==> src/design/lps_pkg.sv <==
// lps_pkg: shared types and constants for the permutation stepper
// used by lps_seq and lexicographic_permutation_stepper
package lps_pkg;

  localparam int MAX_ITEMS    = 8;
  localparam int ELEMENT_BITS = 16;
  localparam int ADDR_W       = $clog2(MAX_ITEMS);
  localparam int CFG_W        = 4;

  localparam logic [CFG_W-1:0] ITEM_COUNT_RESET = CFG_W'(MAX_ITEMS);

  localparam logic [1:0] MODE_LOAD = 2'd0;
  localparam logic [1:0] MODE_NEXT = 2'd1;
  localparam logic [1:0] MODE_PREV = 2'd2;
  localparam logic [1:0] MODE_READ = 2'd3;

  typedef struct packed {
    logic [1:0]              mode;
    logic [ADDR_W-1:0]       load_index;
    logic [ELEMENT_BITS-1:0] element_value;
  } in_word_t;

  typedef struct packed {
    logic [ELEMENT_BITS-1:0] out_value;
    logic [ADDR_W-1:0]       out_position;
    logic                    last_of_row;
    logic                    found;
    logic                    has_next;
    logic                    has_prev;
  } out_word_t;

  typedef struct packed {
    logic                    we;
    logic [ADDR_W-1:0]       waddr;
    logic [ELEMENT_BITS-1:0] wdata;
    logic                    re;
    logic [ADDR_W-1:0]       raddr;
  } mem_req_t;

endpackage

==> src/design/lps_ram.sv <==
// lps_ram: generic simple dual-port ram, one write and one registered read port
// no package dependencies
module lps_ram #(
  parameter int DATA_W = 16,
  parameter int DEPTH  = 8
) (
  input  logic                     clk,
  input  logic                     we,
  input  logic [$clog2(DEPTH)-1:0] waddr,
  input  logic [DATA_W-1:0]        wdata,
  input  logic                     re,
  input  logic [$clog2(DEPTH)-1:0] raddr,
  output logic [DATA_W-1:0]        rdata
);

  logic [DATA_W-1:0] mem [DEPTH];
  logic [DATA_W-1:0] rdata_r;

  always_ff @(posedge clk) begin
    if (we) begin
      mem[waddr] <= wdata;
    end
    if (re) begin
      rdata_r <= mem[raddr];
    end
  end

  assign rdata = rdata_r;

endmodule

==> src/design/lps_seq.sv <==
// lps_seq: sequencer that scans, swaps, reverses and emits the row through the ram
// depends on lps_pkg
module lps_seq (
  input  logic                              clk,
  input  logic                              rst_n,
  input  logic                              start,
  input  lps_pkg::in_word_t                 in_word,
  input  logic [lps_pkg::CFG_W-1:0]         item_count,
  input  logic [lps_pkg::ELEMENT_BITS-1:0]  rdata,
  output lps_pkg::mem_req_t                 mem_req,
  output logic                              busy,
  output logic                              emit,
  output lps_pkg::out_word_t                emit_word
);
  import lps_pkg::*;

  localparam logic [2:0] S_IDLE = 3'd0;
  localparam logic [2:0] S_PIV  = 3'd1;
  localparam logic [2:0] S_SUC  = 3'd2;
  localparam logic [2:0] S_SW   = 3'd3;
  localparam logic [2:0] S_RV   = 3'd4;
  localparam logic [2:0] S_FLG  = 3'd5;
  localparam logic [2:0] S_OUT  = 3'd6;

  localparam logic [1:0] PH_0 = 2'd0;
  localparam logic [1:0] PH_1 = 2'd1;
  localparam logic [1:0] PH_2 = 2'd2;
  localparam logic [1:0] PH_3 = 2'd3;

  logic [2:0]              state_r, state_nxt;
  logic                    fwd_r, fwd_nxt;
  logic                    found_r, found_nxt;
  logic                    asc_r, asc_nxt;
  logic                    desc_r, desc_nxt;
  logic [ADDR_W-1:0]       last_r, last_nxt;
  logic [ADDR_W-1:0]       idx_r, idx_nxt;
  logic                    iss_r, iss_nxt;
  logic                    dv_r, dv_nxt;
  logic [ADDR_W-1:0]       da_r, da_nxt;
  logic                    first_r, first_nxt;
  logic [ELEMENT_BITS-1:0] prev_r, prev_nxt;
  logic [ADDR_W-1:0]       piv_r, piv_nxt;
  logic [ELEMENT_BITS-1:0] pval_r, pval_nxt;
  logic [ADDR_W-1:0]       suc_r, suc_nxt;
  logic [ELEMENT_BITS-1:0] sval_r, sval_nxt;
  logic [ADDR_W-1:0]       lo_r, lo_nxt;
  logic [ADDR_W-1:0]       hi_r, hi_nxt;
  logic [1:0]              ph_r, ph_nxt;
  logic [ELEMENT_BITS-1:0] tmp_r, tmp_nxt;

  logic [ADDR_W-1:0] last_idx;
  logic              piv_hit, suc_hit, to_flg;
  logic              rd_en;
  logic [ADDR_W-1:0] rd_addr;

  always_comb begin
    if (item_count < CFG_W'(2)) begin
      last_idx = ADDR_W'(1);
    end else if (item_count > CFG_W'(MAX_ITEMS)) begin
      last_idx = ADDR_W'(MAX_ITEMS - 1);
    end else begin
      last_idx = ADDR_W'(item_count - CFG_W'(1));
    end
  end

  assign piv_hit = fwd_r ? (rdata < prev_r) : (rdata > prev_r);
  assign suc_hit = fwd_r ? (rdata > pval_r) : (rdata < pval_r);

  always_comb begin
    state_nxt = state_r;
    fwd_nxt   = fwd_r;
    found_nxt = found_r;
    asc_nxt   = asc_r;
    desc_nxt  = desc_r;
    last_nxt  = last_r;
    idx_nxt   = idx_r;
    iss_nxt   = iss_r;
    first_nxt = first_r;
    prev_nxt  = prev_r;
    piv_nxt   = piv_r;
    pval_nxt  = pval_r;
    suc_nxt   = suc_r;
    sval_nxt  = sval_r;
    lo_nxt    = lo_r;
    hi_nxt    = hi_r;
    ph_nxt    = ph_r;
    tmp_nxt   = tmp_r;
    to_flg    = 1'b0;
    rd_en     = 1'b0;
    rd_addr   = idx_r;
    emit      = 1'b0;
    emit_word = '0;
    mem_req   = '0;

    unique case (state_r)
      S_IDLE: begin
        if (start) begin
          if (in_word.mode == MODE_LOAD) begin
            mem_req.we    = 1'b1;
            mem_req.waddr = in_word.load_index;
            mem_req.wdata = in_word.element_value;
          end else begin
            last_nxt  = last_idx;
            fwd_nxt   = (in_word.mode == MODE_NEXT);
            found_nxt = 1'b0;
            if (in_word.mode == MODE_READ) begin
              to_flg = 1'b1;
            end else begin
              state_nxt = S_PIV;
              idx_nxt   = last_idx;
              iss_nxt   = 1'b1;
              first_nxt = 1'b1;
            end
          end
        end
      end
      S_PIV: begin
        rd_en = iss_r;
        if (iss_r) begin
          if (idx_r == '0) begin
            iss_nxt = 1'b0;
          end else begin
            idx_nxt = idx_r - ADDR_W'(1);
          end
        end
        if (dv_r) begin
          if (!first_r && piv_hit) begin
            piv_nxt   = da_r;
            pval_nxt  = rdata;
            state_nxt = S_SUC;
            idx_nxt   = last_r;
            iss_nxt   = 1'b1;
          end else begin
            prev_nxt  = rdata;
            first_nxt = 1'b0;
            if (da_r == '0) begin
              to_flg = 1'b1;
            end
          end
        end
      end
      S_SUC: begin
        rd_en = iss_r;
        if (iss_r) begin
          if (idx_r == '0) begin
            iss_nxt = 1'b0;
          end else begin
            idx_nxt = idx_r - ADDR_W'(1);
          end
        end
        if (dv_r && suc_hit) begin
          suc_nxt   = da_r;
          sval_nxt  = rdata;
          state_nxt = S_SW;
          iss_nxt   = 1'b0;
          ph_nxt    = PH_0;
        end
      end
      S_SW: begin
        mem_req.we = 1'b1;
        if (ph_r == PH_0) begin
          mem_req.waddr = piv_r;
          mem_req.wdata = sval_r;
          ph_nxt        = PH_1;
        end else begin
          mem_req.waddr = suc_r;
          mem_req.wdata = pval_r;
          found_nxt     = 1'b1;
          lo_nxt        = piv_r + ADDR_W'(1);
          hi_nxt        = last_r;
          if ({1'b0, piv_r} + (ADDR_W+1)'(1) < {1'b0, last_r}) begin
            state_nxt = S_RV;
            ph_nxt    = PH_0;
          end else begin
            to_flg = 1'b1;
          end
        end
      end
      S_RV: begin
        unique case (ph_r)
          PH_0: begin
            rd_en   = 1'b1;
            rd_addr = lo_r;
            ph_nxt  = PH_1;
          end
          PH_1: begin
            rd_en   = 1'b1;
            rd_addr = hi_r;
            tmp_nxt = rdata;
            ph_nxt  = PH_2;
          end
          PH_2: begin
            mem_req.we    = 1'b1;
            mem_req.waddr = lo_r;
            mem_req.wdata = rdata;
            ph_nxt        = PH_3;
          end
          PH_3: begin
            mem_req.we    = 1'b1;
            mem_req.waddr = hi_r;
            mem_req.wdata = tmp_r;
            lo_nxt        = lo_r + ADDR_W'(1);
            hi_nxt        = hi_r - ADDR_W'(1);
            ph_nxt        = PH_0;
            if (!({1'b0, lo_r} + (ADDR_W+1)'(2) < {1'b0, hi_r})) begin
              to_flg = 1'b1;
            end
          end
          default: ph_nxt = PH_0;
        endcase
      end
      S_FLG: begin
        rd_en = iss_r;
        if (iss_r) begin
          if (idx_r == last_r) begin
            iss_nxt = 1'b0;
          end else begin
            idx_nxt = idx_r + ADDR_W'(1);
          end
        end
        if (dv_r) begin
          if (!first_r) begin
            asc_nxt  = asc_r | (prev_r < rdata);
            desc_nxt = desc_r | (prev_r > rdata);
          end
          prev_nxt  = rdata;
          first_nxt = 1'b0;
          if (da_r == last_r) begin
            state_nxt = S_OUT;
            idx_nxt   = '0;
            iss_nxt   = 1'b1;
          end
        end
      end
      S_OUT: begin
        rd_en = iss_r;
        if (iss_r) begin
          if (idx_r == last_r) begin
            iss_nxt = 1'b0;
          end else begin
            idx_nxt = idx_r + ADDR_W'(1);
          end
        end
        if (dv_r) begin
          emit                   = 1'b1;
          emit_word.out_value    = rdata;
          emit_word.out_position = da_r;
          emit_word.last_of_row  = (da_r == last_r);
          emit_word.found        = found_r;
          emit_word.has_next     = asc_r;
          emit_word.has_prev     = desc_r;
          if (da_r == last_r) begin
            state_nxt = S_IDLE;
            iss_nxt   = 1'b0;
          end
        end
      end
      default: state_nxt = S_IDLE;
    endcase

    if (to_flg) begin
      state_nxt = S_FLG;
      idx_nxt   = '0;
      iss_nxt   = 1'b1;
      first_nxt = 1'b1;
      asc_nxt   = 1'b0;
      desc_nxt  = 1'b0;
    end

    mem_req.re    = rd_en;
    mem_req.raddr = rd_addr;
  end

  // in-flight read data is dropped when the phase changes
  assign dv_nxt = rd_en && (state_nxt == state_r);
  assign da_nxt = rd_addr;
  assign busy   = (state_r != S_IDLE);

  always_ff @(posedge clk) begin
    if (!rst_n) begin
      state_r <= S_IDLE;
      iss_r   <= 1'b0;
      dv_r    <= 1'b0;
      ph_r    <= PH_0;
    end else begin
      state_r <= state_nxt;
      iss_r   <= iss_nxt;
      dv_r    <= dv_nxt;
      ph_r    <= ph_nxt;
    end
  end

  always_ff @(posedge clk) begin
    fwd_r   <= fwd_nxt;
    found_r <= found_nxt;
    asc_r   <= asc_nxt;
    desc_r  <= desc_nxt;
    last_r  <= last_nxt;
    idx_r   <= idx_nxt;
    da_r    <= da_nxt;
    first_r <= first_nxt;
    prev_r  <= prev_nxt;
    piv_r   <= piv_nxt;
    pval_r  <= pval_nxt;
    suc_r   <= suc_nxt;
    sval_r  <= sval_nxt;
    lo_r    <= lo_nxt;
    hi_r    <= hi_nxt;
    tmp_r   <= tmp_nxt;
  end

endmodule

==> src/design/lexicographic_permutation_stepper.sv <==
// lexicographic_permutation_stepper: top level with config register and result register
// depends on lps_pkg, lps_ram and lps_seq
//
// A command is taken when start is high and busy is low. A load writes one element in the
// accept cycle and gives no result. Next, prev and read keep busy high while the sequencer
// walks the row in the ram through its single read port. With n elements in use, a read
// runs the flag scan and the emission; a step runs the pivot scan and, if a pivot is found,
// the successor scan, the swap and the suffix reversal by pairs, then the flag scan and the
// emission. Results leave one per cycle on out_strobe/out_word, positions 0 to n-1, and
// cannot be held off. item_count is written over cfg, taken while busy is low; values below
// 2 act as 2, above 8 as 8.
module lexicographic_permutation_stepper (
  input  logic                       clk,
  input  logic                       rst_n,
  input  logic                       start,
  output logic                       busy,
  input  lps_pkg::in_word_t          in_word,
  output logic                       out_strobe,
  output lps_pkg::out_word_t         out_word,
  input  logic                       cfg_valid,
  output logic                       cfg_ready,
  input  logic [lps_pkg::CFG_W-1:0]  cfg_data
);
  import lps_pkg::*;

  logic [CFG_W-1:0]        item_count_r;
  logic                    out_strobe_r;
  out_word_t               out_word_r;
  mem_req_t                mem_req;
  logic [ELEMENT_BITS-1:0] rdata;
  logic                    emit;
  out_word_t               emit_word;

  assign cfg_ready = !busy;

  always_ff @(posedge clk) begin
    if (!rst_n) begin
      item_count_r <= ITEM_COUNT_RESET;
      out_strobe_r <= 1'b0;
    end else begin
      if (cfg_valid && cfg_ready) begin
        item_count_r <= cfg_data;
      end
      out_strobe_r <= emit;
    end
  end

  always_ff @(posedge clk) begin
    if (emit) begin
      out_word_r <= emit_word;
    end
  end

  assign out_strobe = out_strobe_r;
  assign out_word   = out_word_r;

  lps_ram #(
    .DATA_W (ELEMENT_BITS),
    .DEPTH  (MAX_ITEMS)
  ) u_row_ram (
    .clk   (clk),
    .we    (mem_req.we),
    .waddr (mem_req.waddr),
    .wdata (mem_req.wdata),
    .re    (mem_req.re),
    .raddr (mem_req.raddr),
    .rdata (rdata)
  );

  lps_seq u_seq (
    .clk        (clk),
    .rst_n      (rst_n),
    .start      (start),
    .in_word    (in_word),
    .item_count (item_count_r),
    .rdata      (rdata),
    .mem_req    (mem_req),
    .busy       (busy),
    .emit       (emit),
    .emit_word  (emit_word)
  );

  a_strobe_from_busy: assert property (@(posedge clk) disable iff (!rst_n)
    out_strobe |-> $past(busy))
    else $error("result word without an active command");

  a_gap_after_last: assert property (@(posedge clk) disable iff (!rst_n)
    (out_strobe && out_word.last_of_row) |=> !out_strobe)
    else $error("result word right after the last word of a row");

  a_no_rw_collision: assert property (@(posedge clk) disable iff (!rst_n)
    !(mem_req.we && mem_req.re && (mem_req.waddr == mem_req.raddr)))
    else $error("ram read and write to the same entry in one cycle");

  a_cmd_goes_busy: assert property (@(posedge clk) disable iff (!rst_n)
    (start && !busy && (in_word.mode != MODE_LOAD)) |=> busy)
    else $error("row command accepted without going busy");

endmodule
==> config.mk <==
export PLATFORM = sky130hd
export DESIGN_NAME = lexicographic_permutation_stepper
export DESIGN_NICKNAME = d
export VERILOG_FILES = /design/src/design/lps_pkg.sv /design/src/design/lps_ram.sv /design/src/design/lps_seq.sv /design/src/design/lexicographic_permutation_stepper.sv
export SDC_FILE = /design/constraint.sdc
export NUM_CORES = 1
export LEC_CHECK = 0
export ABC_AREA = 1
export BUFFER_PORTS_ARGS = -buffer_cell sky130_fd_sc_hd__buf_4
export CAP_MARGIN = 20
export CORE_MARGIN = 4
export CORE_UTILIZATION = 52
export DETAILED_ROUTE_END_ITERATION = 8
export GPL_TIMING_DRIVEN = 1
export HOLD_SLACK_MARGIN = 0.12
export PLACE_DENSITY_LB_ADDON = 0.12
export SYNTH_ARGS = -nofsm -noshare
export SYNTH_HDL_FRONTEND = slang
export SYNTH_SLANG_ARGS = --single-unit
==> constraint.sdc <==
create_clock -name clk -period 6.9 [get_ports clk]
set_input_delay 0.345 -clock clk [delete_from_list [all_inputs] [get_ports clk]]
set_output_delay 0.345 -clock clk [all_outputs]
set_load 0.03 [all_outputs]
==> flow_metrics.env <==
export IMPL_hold_depth=3
export IMPL_die_h_um=161
export IMPL_syn_area_um2=12200
export IMPL_cts_tree="built"
export IMPL_clock_fmax_ghz=0.279
export IMPL_avgSynthCellArea_um2=11.4
export IMPL_wirelength_um=26500
export IMPL_crit_type="register to register"
export IMPL_finalHoldViolations=0
export IMPL_drv_cap=0
export IMPL_grt_pass1_wl_um=42200
export IMPL_crit_chain="inv_1, ha_1, nand2_4, inv_1, nand2_1, clkinv_1, a32oi_1, and3_1, nor2_1, buf_4"
export IMPL_num_rows=55
export IMPL_ys_dominant_reg_cell="edfxtp_1"
export IMPL_start_kind="register"
export IMPL_gp_congestion=0.897
export IMPL_rr_worst_depth=10
export IMPL_async_reset_ff_frac=0
export IMPL_fin_util=0.613
export IMPL_cts_resized_gates=0
export IMPL_cp_arrival_ps=3810
export IMPL_finalSetupViolCount=0
export IMPL_track_usage=0.204
export IMPL_power_frac_comb=0.211
export IMPL_die_w_um=161
export IMPL_share_seq_of_total_power=0.446
export IMPL_end_kind="register"
export IMPL_dp_hpwl_um=17300
export IMPL_root_buffer="clkbuf_16"
export IMPL_clk_pin_slew_worst_paths_ps=60
export IMPL_switching_power_uw=1290
export IMPL_hold_end="item_count_r[0]$_SDFFE_PN0P_"
export IMPL_powerDensity_nw_per_um2=322
export IMPL_fin_crit_ps=3580
export IMPL_fin_nets=1223
export IMPL_status="completed"
export IMPL_power_leakage_uw=0.00541
export IMPL_viasPerCell=5.40
export IMPL_ys_seq_area_frac=0.644
export IMPL_port_buffers=54
export IMPL_core_area_um2=22800
export IMPL_dieArea_um2=26000
export IMPL_irDropWorstVdd_v=0.000219
export IMPL_fin_crit_sh=0.519
export IMPL_syn_inst=1067
export IMPL_area_growth_pct=14.6
export IMPL_ys_seq_elements=269
export IMPL_start_util=0.534
export IMPL_io_pins=55
export IMPL_cts_setup_buffers=0
export IMPL_switching_share=0.287
export IMPL_num_antenna_cells=0
export IMPL_path_delay_family="simple AND/OR/NAND/NOR gates"
export IMPL_synth_edf_count=248
export IMPL_syn_nets=1149
export IMPL_grt_setup_unrepaired="no"
export IMPL_pre_cts_ws_ps=3330
export IMPL_clock_latency_ps=530
export IMPL_first_global_vias=7720
export IMPL_tightest_slew_ps=1040
export IMPL_finClkSkew_ps=10.9
export IMPL_p_int_uw=3210
export IMPL_slowest_stage="nor2_1"
export IMPL_r2r_start="u_seq.state_r[0]$_SDFF_PN0_"
export IMPL_fin_setup_tns_ps=0
export IMPL_clock_path_buffers=3
export IMPL_regToRegEndpoint="u_row_ram.mem[5][5]$_DFFE_PP_"
export IMPL_drc=0
export IMPL_finalPower_uw=4510
export IMPL_ys_types=44
export IMPL_drive_gt1_frac=0.131
export IMPL_postRouteAntennaNets=0
export IMPL_slew_violations=0
export IMPL_grt_max_degree=66
export IMPL_r2r_slack_ps=3320
export IMPL_slew_headroom=0.305
export IMPL_cp_slowest_stage_delay_ps=810
export IMPL_numCtsBuffers=28
export IMPL_routed_via_count=7977
export IMPL_antenna_found_initial=0
export IMPL_detail_route_first_pass_iterations=5
export IMPL_hp_start="cfg_data[0]"
export IMPL_path_buf_inv=4
export IMPL_path_common_cell="inv_1"
export IMPL_detail_route_wl_per_cell_um=18.0
export IMPL_drt_iter0_drc=587
export IMPL_p_clk_frac=0.343
export IMPL_hp_class="input pin to register"
export IMPL_crit_fanout=18
export IMPL_layout_setup_ws_ps=3320
export IMPL_grt_ovfl_total=0
export IMPL_cts_sinks=269
export IMPL_yosys_warnings=0
export IMPL_cp_required_ps=7130
export IMPL_cts_htree_levels=1
[repair_timing]
item,CTS,global route
hold buffers,7,0
endpoints found under the hold margin,7,0
endpoints found under the setup margin,0,0
[power by group through the flow]
stage | registers, uW | logic, uW | clock network (uW)
floorplan | 2000 | 752 | 0
global placement | 2040 | 909 | 0
detailed placement | 2040 | 923 | 0
CTS | 2010 | 936 | 1570
global route | 2020 | 1070 | 1650
finish | 2010 | 950 | 1540
[logic make-up (layout without fill, tap and decap cells)]
logic type,count (synthesis),after routing,synth area share
simple gates,370,370,0.122
flops,269,269,0.644
compound gates,191,191,0.101
buf+inv,159,255,0.0562
fa+ha+maj,53,53,0.0549
mux,16,16,0.0148
xor+xnor,9,9,0.00646
[synthesized netlist by cell type (all sizes together) (3+ instances only)]
master / number / area (um2)
a21oi: 39 / 199
ha: 52 / 651
nor2: 177 / 674
a211o: 5 / 43.8
mux2: 16 / 180
a31oi: 3 / 18.8
inv: 123 / 462
nand3: 31 / 155
o21a: 4 / 30.0
xnor2: 5 / 43.8
a22oi: 24 / 180
o32ai: 32 / 280
nor3: 11 / 55.1
a221oi: 3 / 32.5
buf: 25 / 181
edfxtp: 248 / 7450
o21ai: 74 / 370
clkbuf: 9 / 35.0
dfxtp: 21 / 420
nand2: 141 / 547
nand4: 7 / 43.8
xor2: 4 / 35.0
[registers in the layout (all words and copies together) (netlist names), 2 cells and up]
name             flops
u_row_ram.mem      128
item_count_r         4
u_seq.state_r        3
u_row_ram.rdata     16
out_word            23
u_seq.suc_r          3
u_seq.tmp_r         16
u_seq.last_r         3
u_seq.piv_r          3
u_seq.da_r           3
u_seq.sval_r        16
u_seq.prev_r        16
u_seq.lo_r           3
u_seq.pval_r        16
u_seq.hi_r           3
u_seq.ph_r           2
u_seq.idx_r          3
[worst reg2reg max path, stage by stage, from the launching register on]
cell	delay, ps
dfxtp_1	360
inv_1	150
ha_1	310
nand2_4	180
inv_1	240
nand2_1	180
clkinv_1	400
a32oi_1	90
and3_1	230
nor2_1	810
buf_4	330
[worst max-delay path by stage]
stage / slack (ps) / cells after the start / from / to
5_1_grt: 3010 / 10 / u_seq.state_r[0]$_SDFF_PN0_ / u_row_ram.mem[5][5]$_DFFE_PP_
3_3_place_gp: 3360 / 12 / u_seq.state_r[0]$_SDFF_PN0_ / u_row_ram.rdata[7]$_DFFE_PP_
2_1_floorplan: 3510 / 10 / u_seq.state_r[0]$_SDFF_PN0_ / u_row_ram.mem[0][0]$_DFFE_PP_
4_1_cts: 3300 / 11 / u_seq.state_r[0]$_SDFF_PN0_ / u_row_ram.mem[5][5]$_DFFE_PP_
3_5_place_dp: 3330 / 11 / u_seq.state_r[0]$_SDFF_PN0_ / u_row_ram.mem[5][1]$_DFFE_PP_
6_report: 3320 / 10 / u_seq.state_r[0]$_SDFF_PN0_ / u_row_ram.mem[5][5]$_DFFE_PP_
[final cells by class]
class	instances	area, um2
Clock buffer	37	776
Timing Repair Buffer	78	623
Fill cell	1888	8850
Sequential cell	269	7870
Inverter	125	469
Clock inverter	15	186
Multi-Input combinational cell	639	3680
Tap cell	313	392
[through the flow]
step                      hold slack, ps  instance area [um2]  instances
after floorplan                      426                12200       1067
after global placement               449                12900       1415
after detailed placement             458                12900       1415
after CTS                            135                14000       1474
after global routing                 199                14000       1476
final                                144                14000       1476
[per-layer routing]
| metal | track usage | vias up | wire length [um] |
|---|---|---|---|
| met3 | 0.0265 | 32 | 1440 |
| met5 | 0 | - | 0 |
| met4 | 0.0473 | 0 | 455 |
| met1 | 0.299 | 3814 | 12400 |
| li1 | - | 3912 | - |
| met2 | 0.330 | 219 | 12200 |
[layout by cell type (no fill, tap or decap), types with 6 or more instances in the layout]
cell,Yosys,layout
mux2_2,16,16
buf_4,3,70
o21ai_1,17,17
clkbuf_1,8,6
a22oi_1,24,24
nor2_1,175,174
dfxtp_1,21,21
o21ai_0,57,57
ha_1,52,52
o32ai_1,32,32
nand2_1,138,137
dlygate4sd3_1,0,7
nand3_1,31,31
a21oi_1,38,37
inv_2,6,6
nand4_1,7,7
nor3_1,11,9
clkbuf_16,0,29
inv_1,117,117
edfxtp_1,248,248
Note: power is estimated with default switching activity, not from simulation.
